[src/sv/u8d_pkg.sv]
package u8d_pkg;

  // Field widths of the byte stream and of the decoded result.
  localparam int DataW = 8;
  localparam int CpW   = 31;
  localparam int PendW = 3;
  localparam int PayW  = 6;

  // Byte classes: continuation bytes are 10xxxxxx, leads start at C0.
  localparam logic [DataW-1:0] ContMask  = 8'hC0;
  localparam logic [DataW-1:0] ContTag   = 8'h80;
  localparam logic [DataW-1:0] Lead2Min  = 8'hC0;
  localparam logic [DataW-1:0] Lead3Min  = 8'hE0;
  localparam logic [DataW-1:0] Lead4Min  = 8'hF0;
  localparam logic [DataW-1:0] Lead5Min  = 8'hF8;
  localparam logic [DataW-1:0] Lead6Min  = 8'hFC;

  // Payload masks of the lead bytes and of a continuation byte.
  localparam logic [DataW-1:0] Lead2Mask = 8'h1F;
  localparam logic [DataW-1:0] Lead3Mask = 8'h0F;
  localparam logic [DataW-1:0] Lead4Mask = 8'h07;
  localparam logic [DataW-1:0] Lead5Mask = 8'h03;
  localparam logic [DataW-1:0] Lead6Mask = 8'h01;
  localparam logic [DataW-1:0] PayMask   = 8'h3F;

  // Trailing byte counts opened by each lead class.
  localparam logic [PendW-1:0] Trail2 = 3'd1;
  localparam logic [PendW-1:0] Trail3 = 3'd2;
  localparam logic [PendW-1:0] Trail4 = 3'd3;
  localparam logic [PendW-1:0] Trail5 = 3'd4;
  localparam logic [PendW-1:0] Trail6 = 3'd5;

  // Decoder state carried from byte to byte.
  typedef struct packed {
    logic [PendW-1:0] pend;
    logic [CpW-1:0]   part;
  } dec_state_t;

  // Outcome of decoding one byte.
  typedef struct packed {
    logic           emit;
    logic           has_char;
    logic           last;
    logic [CpW-1:0] cp;
  } step_res_t;

endpackage

[src/sv/utf8_to_code_point_decoder_core.sv]
// Channel  Direction  tdata                    tuser      tlast
// in_      input      [7:0] data_byte          -          end_of_text
// out_     output     [30:0] code_point        has_char   is_last
//
// One byte is taken every cycle unless a stalled output holds the input register.
// The byte sits in an input register, is decoded against the sequence state,
// and the result lands in the output register as the byte leaves the input register.
// A stalled output holds only bytes that produce a result; others pass on.
// Reset (rst_n low, synchronous) empties both registers and closes any sequence.
module utf8_to_code_point_decoder_core (
  input  logic                          clk,
  input  logic                          rst_n,
  input  logic                          in_tvalid,
  output logic                          in_tready,
  input  logic [u8d_pkg::DataW-1:0]     in_tdata,   // [7:0] data_byte
  input  logic                          in_tlast,
  output logic                          out_tvalid,
  input  logic                          out_tready,
  output logic [u8d_pkg::CpW:0]         out_tdata,  // [30:0] code_point, [31] zero
  output logic                          out_tuser,  // [0] has_char
  output logic                          out_tlast
);
  import u8d_pkg::*;

  logic              s1_vld_r;
  logic [DataW-1:0]  s1_byte_r;
  logic              s1_last_r;
  dec_state_t        st_r;
  dec_state_t        st_nxt;
  step_res_t         res;
  logic              out_vld_r;
  logic [CpW-1:0]    out_cp_r;
  logic              out_has_r;
  logic              out_last_r;
  logic              out_free;
  logic              s1_go;

  // Handshake: the input register moves on when its result has a place.
  assign out_free  = !out_vld_r || out_tready;
  assign s1_go     = s1_vld_r && (!res.emit || out_free);
  assign in_tready = !s1_vld_r || s1_go;

  // Input register.
  always_ff @(posedge clk) begin
    if (!rst_n) begin
      s1_vld_r <= 1'b0;
    end else if (in_tready) begin
      s1_vld_r <= in_tvalid;
    end
  end

  always_ff @(posedge clk) begin
    if (in_tready && in_tvalid) begin
      s1_byte_r <= in_tdata;
      s1_last_r <= in_tlast;
    end
  end

  // Decode of the registered byte against the sequence state.
  u8d_step u_step (
    .cur         (st_r),
    .data_byte   (s1_byte_r),
    .end_of_text (s1_last_r),
    .nxt         (st_nxt),
    .res         (res)
  );

  // Sequence state advances once per byte that leaves the input register.
  always_ff @(posedge clk) begin
    if (!rst_n) begin
      st_r <= '0;
    end else if (s1_go) begin
      st_r <= st_nxt;
    end
  end

  // Output register.
  always_ff @(posedge clk) begin
    if (!rst_n) begin
      out_vld_r <= 1'b0;
    end else if (s1_go && res.emit) begin
      out_vld_r <= 1'b1;
    end else if (out_tready) begin
      out_vld_r <= 1'b0;
    end
  end

  always_ff @(posedge clk) begin
    if (s1_go && res.emit) begin
      out_cp_r   <= res.cp;
      out_has_r  <= res.has_char;
      out_last_r <= res.last;
    end
  end

  assign out_tvalid = out_vld_r;
  assign out_tdata  = {1'b0, out_cp_r};
  assign out_tuser  = out_has_r;
  assign out_tlast  = out_last_r;

  // An end byte always closes any open sequence.
  a_last_closes: assert property (@(posedge clk) disable iff (!rst_n)
    (s1_go && s1_last_r) |=> (st_r.pend == '0))
    else $error("sequence still open after end of text");

  // With no sequence open, no partial bits may remain.
  a_idle_clear: assert property (@(posedge clk) disable iff (!rst_n)
    (st_r.pend == '0) |-> (st_r.part == '0))
    else $error("partial value left without open sequence");

  // A result without a character only comes from an end byte, with zero data.
  a_empty_result: assert property (@(posedge clk) disable iff (!rst_n)
    (out_tvalid && !out_tuser) |-> (out_tlast && (out_tdata == '0)))
    else $error("empty result not marked last or not zero");

  // At most five trailing bytes are ever pending.
  a_pend_range: assert property (@(posedge clk) disable iff (!rst_n)
    (st_r.pend <= Trail6))
    else $error("pending count out of range");

endmodule

[src/sv/u8d_step.sv]
module u8d_step (
  input  u8d_pkg::dec_state_t           cur,
  input  logic [u8d_pkg::DataW-1:0]     data_byte,
  input  logic                          end_of_text,
  output u8d_pkg::dec_state_t           nxt,
  output u8d_pkg::step_res_t            res
);
  import u8d_pkg::*;

  logic                 is_cont;
  logic [CpW-1:0]       part_sh;
  logic [PendW-1:0]     pend_dec;
  logic                 done;
  logic [CpW-1:0]       cp;
  logic [DataW-1:0]     lead_pay;

  // A continuation byte extends an open sequence by six bits.
  assign is_cont  = (cur.pend != '0) && ((data_byte & ContMask) == ContTag);
  assign part_sh  = {cur.part[CpW-PayW-1:0], data_byte[PayW-1:0]};
  assign pend_dec = cur.pend - PendW'(1);

  always_comb begin
    done     = 1'b0;
    cp       = '0;
    nxt      = '0;
    lead_pay = '0;
    if (is_cont) begin
      if (pend_dec == '0) begin
        done = 1'b1;
        cp   = part_sh;
      end else begin
        nxt.pend = pend_dec;
        nxt.part = part_sh;
      end
    end else begin
      // No sequence open, or a broken one: the byte is decoded afresh.
      priority if (data_byte < Lead2Min) begin
        done = 1'b1;
        cp   = {{(CpW-DataW){1'b0}}, data_byte};
      end else if (data_byte < Lead3Min) begin
        nxt.pend = Trail2;
        lead_pay = data_byte & Lead2Mask;
      end else if (data_byte < Lead4Min) begin
        nxt.pend = Trail3;
        lead_pay = data_byte & Lead3Mask;
      end else if (data_byte < Lead5Min) begin
        nxt.pend = Trail4;
        lead_pay = data_byte & Lead4Mask;
      end else if (data_byte < Lead6Min) begin
        nxt.pend = Trail5;
        lead_pay = data_byte & Lead5Mask;
      end else begin
        nxt.pend = Trail6;
        lead_pay = data_byte & Lead6Mask;
      end
      nxt.part = {{(CpW-DataW){1'b0}}, lead_pay};
    end
    // The end of a string always leaves the decoder in its reset state.
    if (end_of_text) begin
      nxt = '0;
    end
  end

  // A result is given for a finished character or for the end of a string.
  assign res.emit     = done || end_of_text;
  assign res.has_char = done;
  assign res.last     = end_of_text;
  assign res.cp       = done ? cp : '0;

endmodule

[config.mk]
export PLATFORM = sky130hd
export DESIGN_NAME = utf8_to_code_point_decoder_core
export DESIGN_NICKNAME = d
export VERILOG_FILES = /design/src/sv/u8d_pkg.sv /design/src/sv/utf8_to_code_point_decoder_core.sv /design/src/sv/u8d_step.sv
export SDC_FILE = /design/constraint.sdc
export NUM_CORES = 1
export LEC_CHECK = 0
export BUFFER_PORTS_ARGS = -buffer_cell sky130_fd_sc_hd__buf_2
export CAP_MARGIN = 25
export CORE_ASPECT_RATIO = 0.75
export CORE_MARGIN = 3
export CORE_UTILIZATION = 29
export CTS_CLUSTER_DIAMETER = 30
export DETAILED_ROUTE_END_ITERATION = 10
export PLACE_DENSITY = 0.44
export SYNTH_ARGS = -nofsm -noshare
export SYNTH_HDL_FRONTEND = slang
export SYNTH_SLANG_ARGS = --single-unit
[constraint.sdc]
create_clock -name clk -period 9.1 [get_ports clk]
set_clock_uncertainty 0.2 [all_clocks]
set_input_delay 0.455 -clock clk [delete_from_list [all_inputs] [get_ports clk]]
set_output_delay 0.455 -clock clk [all_outputs]
set_load 0.02 [all_outputs]
==> metrics.txt <==
post-DP HPWL 3680 um; Startpoint Class register; Syn. warnings 0; Final ANT Viol Nets 0; Reg-to-Reg End out_cp_r[19]; CTS clk-pin slew, worst paths roughly 0.06 ns; maximum capacitance violations 0; Fmax achieved roughly 310 MHz; worst setup path endpoint out_cp_r[19]; number of CTS-inserted buffers 9; share of the clock period used by the worst path between 30% and 40%; Power Dens Cells 219 nW/um^2; clk root buf clkbuf_16; vias per cell 4.33; run status finished clean; layout cell share with drive strength beyond 1 31.5%; Initial Utilization between 30% and 40%; drt initial violations 113; CP max FO 33; IO Port Bufs 47; number of I/O pins 49; Syn Area/Cell ~14 sq um; CTS tree yes; CORE AREA 9160 sq um; Die Area about 11,000 sq um; DP Cell Count 369; most common cell after layout, fill and taps aside buf_2; vias in the first global route 1,682; DRC Markers 0; Slew @ Worst Pin 0.937 ns; crit path from st_r[31]; via count 1,667; fin cells 385; RSZ-0062 raised after global routing false; Overflow after GRT 0; post-CTS setup buffer count 0; Register-to-Register Path Depth 6; met3 wire length around 300 um; Seq/Total Area, Yosys between 60% and 70%; DR pass1 iterations 4; fin crit period 3.20 ns; Worst Path Buf+Inv 1; Crit. path cell count 6; metal1 wirelength 2920 um; dominant cell type by area after synthesis edfxtp_1; top cell type's share of synthesized area 45.6%; CTS Hold Bufs 0; Setup violations, final 0; Setup CP Type reg -> reg; area grow syn2layout 24.0%; Yosys cell types 40; Antenna Cells 0; RR Startpoint st_r[31]; Placer Congestion 0.800; global routing usage summed across all routing layers between 10% and 20%; antenna violations before repair 0; CP Cell Sequence inv_1 > ha_1 > or3_4 > a21oi_4 > nor2_1 > nor2b_4; Mapped Cells around 200; Top delay family on crit path simple AND/OR/NAND/NOR gates; Die Ht 90.6 um; peak supply drop between 0.00009 and 0.0001 V; number of rows created at floorplan 30; top routing layer in use met4; Final Max Tran Viols 0; Worst path max stage delay between 0.7 and 0.8 ns; reg2reg setup slack 5.90 ns; TNS Setup 0 ns; leakage between 1 and 1.5 nW; Max Root-Sink Buffers 2; Yosys reg bits 72; Hold WC Path Type in -> reg; crit path DAT approximately 2.9 ns; Net Count, Synth about 220; Total Wirelength 5460 um; largest net degree at the start of global routing 34; CP endpoint kind register; DR WL/cell about 14 um; die span in x 119 um; clock network latency to the later pin of the worst-skew pair 0.33 ns; first-pass GRT wire length ~9000 um; slowest CP cell nor2b_4; final-report hold violation count 0; post-synthesis instance area 2770 sq um; Slew Limit Headroom 37.4%; H-tree levels 3; post-CTS sizing 0; Layout Nets 268; CTS Sinks 72; commonest non-fill, non-tap cells in the layout buf_2, edfxtp_1, dfxtp_1, and2_1, a22o_1; met2 WL post-DR 2160 um; largest cells by area after synthesis edfxtp_1, dfxtp_1, a22o_1, and2_1, ha_1; required time of the critical path 8.85 ns
==> synthesized netlist by cell type (all sizes together) <==
cell,count
nor4,1
edfxtp,42
buf,4
a32o,3
or2b,1
conb,1
a21boi,5
ha,3
or2,1
mux2i,1
nand2b,5
a21oi,6
and2b,1
nor2,6
dfxtp,30
nand3,1
nand2,6
a21o,1
inv,7
a22o,21
nor3,2
and2,30
nand4,4
o2111ai,1
a22oi,1
or3,1
o21ai,7
nor3b,1
clkbuf,5
nor2b,3
nand3b,1
==> logic make-up (layout without fill, tap and decap cells) <==
group,after synthesis,after routing,synth area share [%]
AND/OR/NAND/NOR,64,64,14.3
buffers and inverters,16,71,2.89
adder cells (fa/ha/maj),3,3,1.36
AO/OA/AOI/OAI,45,45,13.7
flip-flops,72,72,67.3
multiplexers,1,1,0.362
other,1,1,0.135
==> routing by layer <==
layer	GRT usage, %	up-vias
li1	-	835
met1	15.5	779
met2	14.4	49
met3	4.07	4
met4	4.92	0
met5	0	-
==> final cells by class <==
type                            instances  area, sq um
Clock buffer                            9          225
Multi-Input combinational cell        114          840
Clock inverter                          7         76.3
Fill cell                             908         5730
Sequential cell                        72         1860
Tap cell                              128          160
Inverter                                7         26.3
Timing Repair Buffer                   48          243
==> worst reg2reg max path, cell delays in order, from the launching register on <==
cell and delay [ns]:
dfxtp_1 0.36, inv_1 0.07, ha_1 0.25, or3_4 0.39, a21oi_4 0.52, nor2_1 0.22
nor2b_4 0.77
==> where the power goes <==
part / total, W / switching (W) / leakage [nW] / internal (W)
logic: 0.0000374 / 0.0000252 / 0.507 / 0.0000121
registers: 0.000361 / 0.00000599 / 0.646 / 0.000355
clock network: 0.000353 / 0.000139 / 0.143 / 0.000214
total: 0.000752 / 0.000170 / 1.30 / 0.000582
==> stage by stage <==
stage | util [%] | cell area [sq um] | power (W) | hold slack, ns | setup WS [ns]
3_5_place_dp | 34.2 | 3130 | 0.000406 | 0.260 | 5.83
6_report | 37.5 | 3430 | 0.000752 | 0.100 | 5.90
5_1_grt | 37.5 | 3430 | 0.000778 | 0.0899 | 5.62
4_1_cts | 37.5 | 3430 | 0.000761 | 0.0873 | 5.81
3_3_place_gp | 34.2 | 3130 | 0.000406 | 0.254 | 5.89
2_1_floorplan | - | 2770 | 0.000392 | 0.240 | 5.64
==> how the worst min path moves through the flow <==
stage,slack (ns),end,depth (start not counted),from
after floorplan,0.24,st_r[19],1,st_r[19]
after global placement,0.25,st_r[19],1,st_r[19]
after detailed placement,0.26,st_r[19],1,st_r[19]
after CTS,0.09,s1_last_r,1,in_tlast
after global routing,0.09,s1_byte_r[6],1,in_tdata[6]
final,0.10,s1_last_r,1,in_tlast
==> sequential cells by signal, summed over array words and instances, names as in the netlist <==
name        count
s1_last_r       1
s1_vld_r        1
s1_byte_r       8
st_r           28
out_cp_r       31
out_tuser       1
out_tlast       1
out_tvalid      1
Power figures use the tool's default switching activity.
